## config.mk

```make
export PLATFORM = sky130hd
export DESIGN_NAME = multicore_heartbeat_leak_monitor_core
export DESIGN_NICKNAME = d
export VERILOG_FILES = /design/src/sv/hblm_pkg.sv /design/src/sv/multicore_heartbeat_leak_monitor_core.sv /design/src/sv/hblm_mem.sv /design/src/sv/hblm_alu.sv
export SDC_FILE = /design/constraint.sdc
export NUM_CORES = 2
export LEC_CHECK = 0
export ABC_CLOCK_PERIOD_IN_PS = 34300
export BUFFER_PORTS_ARGS = -buffer_cell sky130_fd_sc_hd__buf_2
export CORE_MARGIN = 2
export CORE_UTILIZATION = 40
export CTS_BUF_LIST = sky130_fd_sc_hd__clkbuf_4 sky130_fd_sc_hd__clkbuf_8 sky130_fd_sc_hd__clkbuf_16
export DETAILED_ROUTE_END_ITERATION = 7
export GPL_ROUTABILITY_DRIVEN = 0
export PLACE_DENSITY = 0.65
export SLEW_MARGIN = 0
export SYNTH_ARGS = -nofsm -noshare
export SYNTH_HDL_FRONTEND = slang
export SYNTH_HIERARCHICAL = 1
export SYNTH_SLANG_ARGS = --single-unit
```

## constraint.sdc

```tcl
create_clock -name aclk -period 34.3 [get_ports aclk]
set_input_delay 1.715 -clock aclk [delete_from_list [all_inputs] [get_ports aclk]]
set_output_delay 1.715 -clock aclk [all_outputs]
set_load 0.1 [all_outputs]
```

## src/sv/hblm_pkg.sv

```systemverilog
package hblm_pkg;

    // Default sizing handed to the top level parameters.
    localparam int MAX_CORES_DEF  = 8;
    localparam int COUNT_BITS_DEF = 32;

    // Command codes carried on the input word.
    localparam int CMD_W = 3;
    localparam logic [CMD_W-1:0] CMD_TICK   = 3'd0;
    localparam logic [CMD_W-1:0] CMD_ALLOC  = 3'd1;
    localparam logic [CMD_W-1:0] CMD_FREE   = 3'd2;
    localparam logic [CMD_W-1:0] CMD_SAMPLE = 3'd3;
    localparam logic [CMD_W-1:0] CMD_CLEAR  = 3'd4;

    localparam int CPU_W = 6;

    // Configuration register indexes and reset values.
    localparam int CFG_IDX_W = 2;
    localparam logic [CFG_IDX_W-1:0] REG_NUM_ONLINE     = 2'd0;
    localparam logic [CFG_IDX_W-1:0] REG_LEAK_THRESHOLD = 2'd1;
    localparam int ONLINE_W = 4;
    localparam int THRESH_W = 32;
    localparam logic [ONLINE_W-1:0] ONLINE_RESET = 4'd1;
    localparam logic [THRESH_W-1:0] THRESH_RESET = 32'd100;

    // Per-core record layout: six counters side by side, lowest first.
    localparam int FLD_BEATS  = 0;
    localparam int FLD_ALLOCS = 1;
    localparam int FLD_FREES  = 2;
    localparam int FLD_SNAP   = 3;
    localparam int FLD_PREV   = 4;
    localparam int FLD_LEAK   = 5;
    localparam int NUM_FLDS   = 6;

    // Result word widths.
    localparam int CORES_W  = 4;
    localparam int OUT_W    = 32;
    localparam int M_DATA_W = 112;
    localparam int S_DATA_W = 8;

    // Per-core operation applied by the shared update unit.
    typedef struct packed {
        logic inc_beats;
        logic inc_allocs;
        logic inc_frees;
        logic do_sample;
        logic do_clear;
    } alu_ctrl_t;

endpackage

```

## src/sv/multicore_heartbeat_leak_monitor_core.sv

```systemverilog
// Heartbeat watchdog and allocation leak monitor for up to MAX_CORES cores. Each input word
// carries a command (tuser) and a core number (tdata): heartbeat ticks, allocations and frees
// bump that core's live counters, a sample command snapshots every online core, flags cores
// whose heartbeat did not move since the previous sample (from the second sample on), counts
// deadlocks when all of two or more online cores are stalled, and records per-core leaks
// (allocations minus frees, floored at zero) against the leak threshold; a clear command
// zeroes the live allocation and free counts of online cores. Every input word yields exactly
// one result word. The per-core counters live in one single-port-read memory and are walked
// one core per cycle through a shared update unit. After a word is accepted, s_tready stays
// low until the block is idle again: a tick, alloc or free that hits a counted core first reads
// and writes back that core's record, then the walk covers the online cores, clamped to MAX_CORES. A
// finished result sits in an output register, so the next word is taken while it waits for
// m_tready; only when a second result is ready before the first has left does the block hold
// in its last cycle until the output register frees up. Configuration writes are accepted in
// any cycle but must only be issued while the block is idle.
module multicore_heartbeat_leak_monitor_core import hblm_pkg::*; #(
    parameter int MAX_CORES  = MAX_CORES_DEF,
    parameter int COUNT_BITS = COUNT_BITS_DEF
) (
    input  logic                  aclk,
    input  logic                  aresetn,

    // Input words.
    input  logic                  s_tvalid,
    output logic                  s_tready,
    input  logic [S_DATA_W-1:0]   s_tdata,   // [5:0] cpu, [7:6] zero
    input  logic [CMD_W-1:0]      s_tuser,   // [2:0] command

    // Result words.
    output logic                  m_tvalid,
    input  logic                  m_tready,
    // [0] stall_seen, [1] leak_seen, [2] deadlock_seen, [6:3] stalled_cores,
    // [10:7] leaking_cores, [42:11] leak_sum, [74:43] stall_total,
    // [106:75] deadlock_total, [111:107] zero
    output logic [M_DATA_W-1:0]   m_tdata,

    // Configuration writes.
    input  logic                  cfg_valid,
    output logic                  cfg_ready,
    input  logic [CFG_IDX_W-1:0]  cfg_index,
    input  logic [THRESH_W-1:0]   cfg_data
);

    localparam int IDX_W  = $clog2(MAX_CORES);
    localparam int CNT_W  = $clog2(MAX_CORES + 1);
    localparam int REC_W  = NUM_FLDS * COUNT_BITS;
    localparam int WIDE_W = (COUNT_BITS > OUT_W) ? COUNT_BITS : OUT_W;
    localparam logic [6:0] MAX7 = 7'(MAX_CORES);

    typedef enum logic [2:0] {
        ST_IDLE,
        ST_EVT_RD,
        ST_EVT_WR,
        ST_WALK,
        ST_DONE
    } state_t;

    state_t                state_reg, state_next;
    logic [CMD_W-1:0]      cmd_reg, cmd_next;
    logic [CPU_W-1:0]      cpu_reg, cpu_next;
    logic                  check_reg, check_next;
    logic [1:0]            samples_reg, samples_next;
    logic [CNT_W-1:0]      rd_idx_reg, rd_idx_next;
    logic                  pend_reg, pend_next;
    logic [IDX_W-1:0]      pend_idx_reg, pend_idx_next;
    logic [COUNT_BITS-1:0] sum_reg, sum_next;
    logic [CORES_W-1:0]    stalled_reg, stalled_next;
    logic [CORES_W-1:0]    leaking_reg, leaking_next;
    logic [COUNT_BITS-1:0] stall_total_reg, stall_total_next;
    logic [COUNT_BITS-1:0] dl_total_reg, dl_total_next;
    logic [ONLINE_W-1:0]   num_online_reg, num_online_next;
    logic [THRESH_W-1:0]   thr_reg, thr_next;
    logic                  m_tvalid_reg, m_tvalid_next;
    logic [M_DATA_W-1:0]   m_tdata_reg, m_tdata_next;

    // Online count clamped to the number of cores that exist.
    logic [6:0]       online7, n7;
    logic [CNT_W-1:0] n_cores;

    assign online7 = {3'b000, num_online_reg};
    assign n7      = (online7 > MAX7) ? MAX7 : online7;
    assign n_cores = n7[CNT_W-1:0];

    // Counter memory and the shared per-core update unit.
    logic             mem_we;
    logic [IDX_W-1:0] mem_waddr, mem_raddr;
    logic [REC_W-1:0] mem_wdata, mem_rdata;

    alu_ctrl_t             alu_ctrl;
    logic [REC_W-1:0]      alu_out;
    logic                  alu_stall, alu_leak;
    logic [COUNT_BITS-1:0] alu_leak_val;

    hblm_mem #(
        .DEPTH (MAX_CORES),
        .WIDTH (REC_W)
    ) u_mem (
        .aclk    (aclk),
        .aresetn (aresetn),
        .we      (mem_we),
        .waddr   (mem_waddr),
        .wdata   (mem_wdata),
        .raddr   (mem_raddr),
        .rdata   (mem_rdata)
    );

    hblm_alu #(
        .COUNT_BITS (COUNT_BITS)
    ) u_alu (
        .ctrl      (alu_ctrl),
        .entry_in  (mem_rdata),
        .thresh    (thr_reg),
        .entry_out (alu_out),
        .stall_hit (alu_stall),
        .leak_hit  (alu_leak),
        .leak_val  (alu_leak_val)
    );

    assign mem_wdata = alu_out;

    // Input decode for the word being offered.
    logic [CMD_W-1:0] in_cmd;
    logic [CPU_W-1:0] in_cpu;
    logic [6:0]       in_cpu7;
    logic             in_hit;

    assign in_cmd  = s_tuser;
    assign in_cpu  = s_tdata[CPU_W-1:0];
    assign in_cpu7 = {1'b0, in_cpu};

    // Ticks count for any existing core; allocs and frees only for online ones.
    always_comb begin
        case (in_cmd)
            CMD_TICK:  in_hit = (in_cpu7 < MAX7);
            CMD_ALLOC: in_hit = (in_cpu7 < n7);
            CMD_FREE:  in_hit = (in_cpu7 < n7);
            default:   in_hit = 1'b0;
        endcase
    end

    // Result word assembly, widened or trimmed to 32 bits.
    logic [WIDE_W-1:0]     sum_wide, st_wide, dl_wide;
    logic [COUNT_BITS-1:0] st_total_upd, dl_total_upd;
    logic                  deadlock;
    logic                  sample_check;

    assign sample_check = (cmd_reg == CMD_SAMPLE) && check_reg;
    assign deadlock     = sample_check && (n7 > 7'd1) && ({3'b000, stalled_reg} == n7);
    assign st_total_upd = sample_check ? stall_total_reg + COUNT_BITS'(stalled_reg)
                                       : stall_total_reg;
    assign dl_total_upd = deadlock ? dl_total_reg + 1'b1 : dl_total_reg;
    assign sum_wide     = WIDE_W'(sum_reg);
    assign st_wide      = WIDE_W'(st_total_upd);
    assign dl_wide      = WIDE_W'(dl_total_upd);

    always_comb begin
        state_next       = state_reg;
        cmd_next         = cmd_reg;
        cpu_next         = cpu_reg;
        check_next       = check_reg;
        samples_next     = samples_reg;
        rd_idx_next      = rd_idx_reg;
        pend_next        = pend_reg;
        pend_idx_next    = pend_idx_reg;
        sum_next         = sum_reg;
        stalled_next     = stalled_reg;
        leaking_next     = leaking_reg;
        stall_total_next = stall_total_reg;
        dl_total_next    = dl_total_reg;
        num_online_next  = num_online_reg;
        thr_next         = thr_reg;
        m_tvalid_next    = m_tvalid_reg;
        m_tdata_next     = m_tdata_reg;

        mem_we    = 1'b0;
        mem_waddr = pend_idx_reg;
        mem_raddr = rd_idx_reg[IDX_W-1:0];
        alu_ctrl  = '0;

        if (m_tvalid_reg && m_tready) begin
            m_tvalid_next = 1'b0;
        end

        if (cfg_valid) begin
            case (cfg_index)
                REG_NUM_ONLINE:     num_online_next = cfg_data[ONLINE_W-1:0];
                REG_LEAK_THRESHOLD: thr_next        = cfg_data;
                default:            ;
            endcase
        end

        case (state_reg)
            ST_IDLE: begin
                if (s_tvalid) begin
                    cmd_next     = in_cmd;
                    cpu_next     = in_cpu;
                    rd_idx_next  = '0;
                    pend_next    = 1'b0;
                    sum_next     = '0;
                    stalled_next = '0;
                    leaking_next = '0;
                    if (in_cmd == CMD_SAMPLE) begin
                        // Stall checks start once a previous snapshot exists.
                        check_next = (samples_reg != 2'd0);
                        if (samples_reg != 2'd2) begin
                            samples_next = samples_reg + 2'd1;
                        end
                    end
                    state_next = in_hit ? ST_EVT_RD : ST_WALK;
                end
            end

            ST_EVT_RD: begin
                mem_raddr  = cpu_reg[IDX_W-1:0];
                state_next = ST_EVT_WR;
            end

            ST_EVT_WR: begin
                alu_ctrl.inc_beats  = (cmd_reg == CMD_TICK);
                alu_ctrl.inc_allocs = (cmd_reg == CMD_ALLOC);
                alu_ctrl.inc_frees  = (cmd_reg == CMD_FREE);
                mem_we     = 1'b1;
                mem_waddr  = cpu_reg[IDX_W-1:0];
                state_next = ST_WALK;
            end

            ST_WALK: begin
                // Read of core i overlaps update and write-back of core i - 1.
                alu_ctrl.do_sample = (cmd_reg == CMD_SAMPLE);
                alu_ctrl.do_clear  = (cmd_reg == CMD_CLEAR);
                if (pend_reg) begin
                    mem_we   = alu_ctrl.do_sample || alu_ctrl.do_clear;
                    sum_next = sum_reg + alu_leak_val;
                    if (alu_leak) begin
                        leaking_next = leaking_reg + 1'b1;
                    end
                    if (sample_check && alu_stall) begin
                        stalled_next = stalled_reg + 1'b1;
                    end
                end
                if (rd_idx_reg < n_cores) begin
                    pend_next     = 1'b1;
                    pend_idx_next = rd_idx_reg[IDX_W-1:0];
                    rd_idx_next   = rd_idx_reg + 1'b1;
                end else begin
                    pend_next = 1'b0;
                    if (!pend_reg) begin
                        state_next = ST_DONE;
                    end
                end
            end

            ST_DONE: begin
                if (!m_tvalid_reg || m_tready) begin
                    stall_total_next = st_total_upd;
                    dl_total_next    = dl_total_upd;
                    m_tvalid_next    = 1'b1;
                    m_tdata_next     = {5'b00000,
                                        dl_wide[OUT_W-1:0],
                                        st_wide[OUT_W-1:0],
                                        sum_wide[OUT_W-1:0],
                                        leaking_reg,
                                        stalled_reg,
                                        deadlock,
                                        (leaking_reg != '0),
                                        (stalled_reg != '0)};
                    state_next = ST_IDLE;
                end
            end

            default: begin
                state_next = ST_IDLE;
            end
        endcase
    end

    always_ff @(posedge aclk) begin
        if (!aresetn) begin
            state_reg       <= ST_IDLE;
            samples_reg     <= 2'd0;
            check_reg       <= 1'b0;
            pend_reg        <= 1'b0;
            rd_idx_reg      <= '0;
            stall_total_reg <= '0;
            dl_total_reg    <= '0;
            num_online_reg  <= ONLINE_RESET;
            thr_reg         <= THRESH_RESET;
            m_tvalid_reg    <= 1'b0;
        end else begin
            state_reg       <= state_next;
            samples_reg     <= samples_next;
            check_reg       <= check_next;
            pend_reg        <= pend_next;
            rd_idx_reg      <= rd_idx_next;
            stall_total_reg <= stall_total_next;
            dl_total_reg    <= dl_total_next;
            num_online_reg  <= num_online_next;
            thr_reg         <= thr_next;
            m_tvalid_reg    <= m_tvalid_next;
        end
        cmd_reg      <= cmd_next;
        cpu_reg      <= cpu_next;
        pend_idx_reg <= pend_idx_next;
        sum_reg      <= sum_next;
        stalled_reg  <= stalled_next;
        leaking_reg  <= leaking_next;
        m_tdata_reg  <= m_tdata_next;
    end

    assign s_tready  = (state_reg == ST_IDLE);
    assign m_tvalid  = m_tvalid_reg;
    assign m_tdata   = m_tdata_reg;
    assign cfg_ready = 1'b1;

    // Only the core number bits of the input word carry meaning.
    logic unused_tdata;
    assign unused_tdata = ^s_tdata[S_DATA_W-1:CPU_W];

endmodule

```

## src/sv/hblm_mem.sv

```systemverilog
module hblm_mem import hblm_pkg::*; #(
    parameter int DEPTH = MAX_CORES_DEF,
    parameter int WIDTH = NUM_FLDS * COUNT_BITS_DEF
) (
    input  logic                     aclk,
    input  logic                     aresetn,
    input  logic                     we,
    input  logic [$clog2(DEPTH)-1:0] waddr,
    input  logic [WIDTH-1:0]         wdata,
    input  logic [$clog2(DEPTH)-1:0] raddr,
    output logic [WIDTH-1:0]         rdata
);

    logic [WIDTH-1:0] mem_reg [DEPTH];
    logic [DEPTH-1:0] valid_reg;
    logic [WIDTH-1:0] rdata_reg;

    // An entry never written reads as zero, which is the reset value of every counter.
    always_ff @(posedge aclk) begin
        if (!aresetn) begin
            valid_reg <= '0;
        end else if (we) begin
            valid_reg[waddr] <= 1'b1;
        end
    end

    always_ff @(posedge aclk) begin
        if (we) begin
            mem_reg[waddr] <= wdata;
        end
        rdata_reg <= valid_reg[raddr] ? mem_reg[raddr] : '0;
    end

    assign rdata = rdata_reg;

endmodule

```

## src/sv/hblm_alu.sv

```systemverilog
module hblm_alu import hblm_pkg::*; #(
    parameter int COUNT_BITS = COUNT_BITS_DEF
) (
    input  alu_ctrl_t                        ctrl,
    input  logic [NUM_FLDS*COUNT_BITS-1:0]   entry_in,
    input  logic [THRESH_W-1:0]              thresh,
    output logic [NUM_FLDS*COUNT_BITS-1:0]   entry_out,
    output logic                             stall_hit,
    output logic                             leak_hit,
    output logic [COUNT_BITS-1:0]            leak_val
);

    localparam int WIDE_W = (COUNT_BITS > THRESH_W) ? COUNT_BITS : THRESH_W;

    logic [COUNT_BITS-1:0] beats, allocs, frees, snap, prev, leak;
    logic [COUNT_BITS-1:0] leak_new;
    logic [WIDE_W-1:0]     leak_wide, thr_wide;

    assign beats  = entry_in[FLD_BEATS*COUNT_BITS  +: COUNT_BITS];
    assign allocs = entry_in[FLD_ALLOCS*COUNT_BITS +: COUNT_BITS];
    assign frees  = entry_in[FLD_FREES*COUNT_BITS  +: COUNT_BITS];
    assign snap   = entry_in[FLD_SNAP*COUNT_BITS   +: COUNT_BITS];
    assign prev   = entry_in[FLD_PREV*COUNT_BITS   +: COUNT_BITS];
    assign leak   = entry_in[FLD_LEAK*COUNT_BITS   +: COUNT_BITS];

    // Outstanding allocations, floored at zero.
    assign leak_new  = (allocs > frees) ? (allocs - frees) : '0;
    assign leak_wide = WIDE_W'(leak_new);
    assign thr_wide  = WIDE_W'(thresh);

    always_comb begin
        entry_out = entry_in;
        if (ctrl.inc_beats) begin
            entry_out[FLD_BEATS*COUNT_BITS +: COUNT_BITS] = beats + 1'b1;
        end
        if (ctrl.inc_allocs) begin
            entry_out[FLD_ALLOCS*COUNT_BITS +: COUNT_BITS] = allocs + 1'b1;
        end
        if (ctrl.inc_frees) begin
            entry_out[FLD_FREES*COUNT_BITS +: COUNT_BITS] = frees + 1'b1;
        end
        if (ctrl.do_sample) begin
            entry_out[FLD_PREV*COUNT_BITS +: COUNT_BITS] = snap;
            entry_out[FLD_SNAP*COUNT_BITS +: COUNT_BITS] = beats;
            entry_out[FLD_LEAK*COUNT_BITS +: COUNT_BITS] = leak_new;
        end
        if (ctrl.do_clear) begin
            entry_out[FLD_ALLOCS*COUNT_BITS +: COUNT_BITS] = '0;
            entry_out[FLD_FREES*COUNT_BITS  +: COUNT_BITS] = '0;
        end
    end

    // The new snapshot is the live count and the new previous is the old snapshot.
    assign stall_hit = (beats == snap);
    assign leak_hit  = ctrl.do_sample && (leak_wide > thr_wide);
    assign leak_val  = ctrl.do_sample ? leak_new : leak;

    // The previous snapshot is only ever overwritten, never inspected here.
    logic unused_prev;
    assign unused_prev = ^prev;

endmodule

```

==> impl_metrics.yaml <==
sta:
  slew_violations: 0
  post-route-min-period_ns: 6.42
  fin_crit_sh_pct: 18.7
  max_freq_mhz: 156
  setup-tns-final_ns: 0
  max_slew_margin_pct: 17.5
  final-hold-violation-count: 0
  fin_ws_ns: 27.88
  fin_skew_ns: 0.0330
  worstMarginPinSlew_ns: 1.23
  setup_violations: 0
  rsz0062_at_grt: "false"
pwr:
  power_leakage_nw: 26.9
  p_per_area_nw_per_um2: 79.3
  peakVddDrop_uv: 118
job:
  cap_violations: 0
worst_setup_path:
  end_kind: "flop"
  cp_max_fo: 28
  path_cells: "inv_1, ha_1, a21o_1, or3_1, o21ai_2, o21ai_2, a221oi_2, or2_2, nor2_1, mux2_2, ha_1, nor2b_1, o31ai_1, a21oi_1, o221ai_1, a21boi_0, o211ai_1, o211ai_1"
  startpoint_type: "flop"
  critPathTopFamily: "compound AO/OA/AOI/OAI gates"
  crit_arrival_ns: 6.93
  crit_slowest_cell: "or2_2"
  path_buf_inv: 1
  max_stage_delay_ns: 0.83
  crit_type: "flop to flop"
  worstPathRequired_ns: 34.82
route:
  viasPerCell: 5.39
  avgRoutedWirePerCell_um: 22.1
  drt.antenna.violating_nets: 0
  vias: 38200
  drt_iter0_markers: 3044
  dr.pass1.iters: 5
  totalWireLength_mm: 156
  drcViolationCount: 0
floorplanning:
  core_area_sq_um: 177000
  io_pins: 165
  die_area_sq_um: 182000
  rows: 154
  die_h_um: 426
  initial_core_util_pct: 40.3
  die_x_um: 426
clock_network:
  cts_tree: "yes"
  clockBufferDepth: 3
  path_clk_slew_ns: 0.06
  postCtsSetupRepairBufs: 0
  numClockSinks: 1716
  numCtsBuffers: 169
  clock_latency_ns: 0.79
  cts_resized: 0
  cts_hold_buf: 0
  cts_max_level: 4
  cts-root-buf: "clkbuf_16"
final_layout:
  syn_to_final_growth_pct: 12.6
  fin_nets: 4750
  drive_gt1_share_pct: 20.3
  largest_reg_flops: 1280
placed_design:
  hpwl_mm: 89.6
  dp_slack_ns: 27.98
  io_buffers: 156
global_route:
  grt_usage_pct: 17.1
  grt_pass1_vias: 38700
  antenna_found_initial: 21
  grt_overflow: 0
  grt_pass1_wl_mm: 237
  grt_max_degree: 133
synth:
  synth_warnings: 6
  syn_area_per_cell_sq_um: 16.1
  netlist_instances: 4430
  syn_area_sq_um: 71300
worst_hold_path:
  min_path_type: "flop to flop"
status:
  status: "finished, final reports clean"
placed cells by master (no fill, tap or decap), drive strengths merged, types with 6 or more instances in the layout:
cell type / instances
o21a: 25
a21oi: 120
nand2: 235
nor3: 65
a21boi: 6
nand4: 49
conb: 6
and4: 15
a31oi: 14
clkbuf: 236
o21ai: 65
o21bai: 11
a211oi: 15
and2: 15
o211ai: 12
clkinvlp: 13
o31ai: 7
a21o: 44
diode: 11
or3: 19
or4: 6
dfxtp: 280
xor2: 136
edfxtp: 1436
and3: 38
mux2i: 175
mux4: 322
xnor2: 138
nand3: 86
bufinv: 16
mux2: 60
or2: 13
buf: 213
ha: 116
nor2b: 16
inv: 123
clkinv: 44
nor4: 21
nand2b: 16
nor2: 430
final cells by class:
class / instances / area (sq um)
flip-flops and latches: 1716 / 48700
clock buffers: 236 / 4960
well taps: 2340 / 2930
fillers: 15100 / 96400
diodes: 11 / 27.5
clock inverters: 80 / 886
repair buffers: 213 / 1270
multi-input cells: 2365 / 21100
inverters: 116 / 438
tightest hold or removal path, cell delays in order, from the launching register on:
cell     delay [ns]
dfxtp_1        0.31
nand2_1        0.05
a21oi_1        0.05
through the flow:
stage	hold WS, ns	cells	power (W)	cell area, sq um	util [%]
finish	0.459	7077	0.00637	80300	45.4
global route	0.477	7077	0.00664	80300	45.4
CTS	0.456	7066	0.00641	80300	45.4
detailed placement	0.444	6750	0.00450	74400	42.1
global placement	0.439	6750	0.00447	74400	42.1
floorplan	0.433	4434	0.00406	71300	-
where the power goes:
group	leakage (nW)	total (W)	switching, W	internal (W)
Clock	2.90	0.00192	0.000782	0.00114
Combinational	8.52	0.00186	0.00118	0.000680
Sequential	15.4	0.00259	0.0000722	0.00252
Total	26.9	0.00637	0.00203	0.00434
path summary, 6_finish.rpt:
kind | start | endpoint | slack (ns) | cells past startpoint
worst max-delay path | u_mem/rdata[69]$_SDFF_PN0_ | sum_reg[28]$_SDFFCE_PN0P_ | 27.88 | 18
worst min-delay path | thr_reg[4]$_SDFFE_PN0P_ | thr_reg[4]$_SDFFE_PN0P_ | 0.46 | 2
worst max register to register | u_mem/rdata[69]$_SDFF_PN0_ | sum_reg[28]$_SDFFCE_PN0P_ | 27.88 | 18
worst min register to register | thr_reg[4]$_SDFFE_PN0P_ | thr_reg[4]$_SDFFE_PN0P_ | 0.46 | 2
metal layers:
layer | global-route usage, % | wire length, um | up-vias | part of all wire (%)
met4 | 5.04 | 3590 | 0 | 2.3
met5 | 0 | 0 | - | 0
met3 | 2.49 | 7110 | 236 | 4.5
li1 | - | - | 17200 | -
met2 | 28.8 | 77800 | 955 | 50
met1 | 23.0 | 67700 | 19800 | 43
Power figures use the tool's default switching activity.
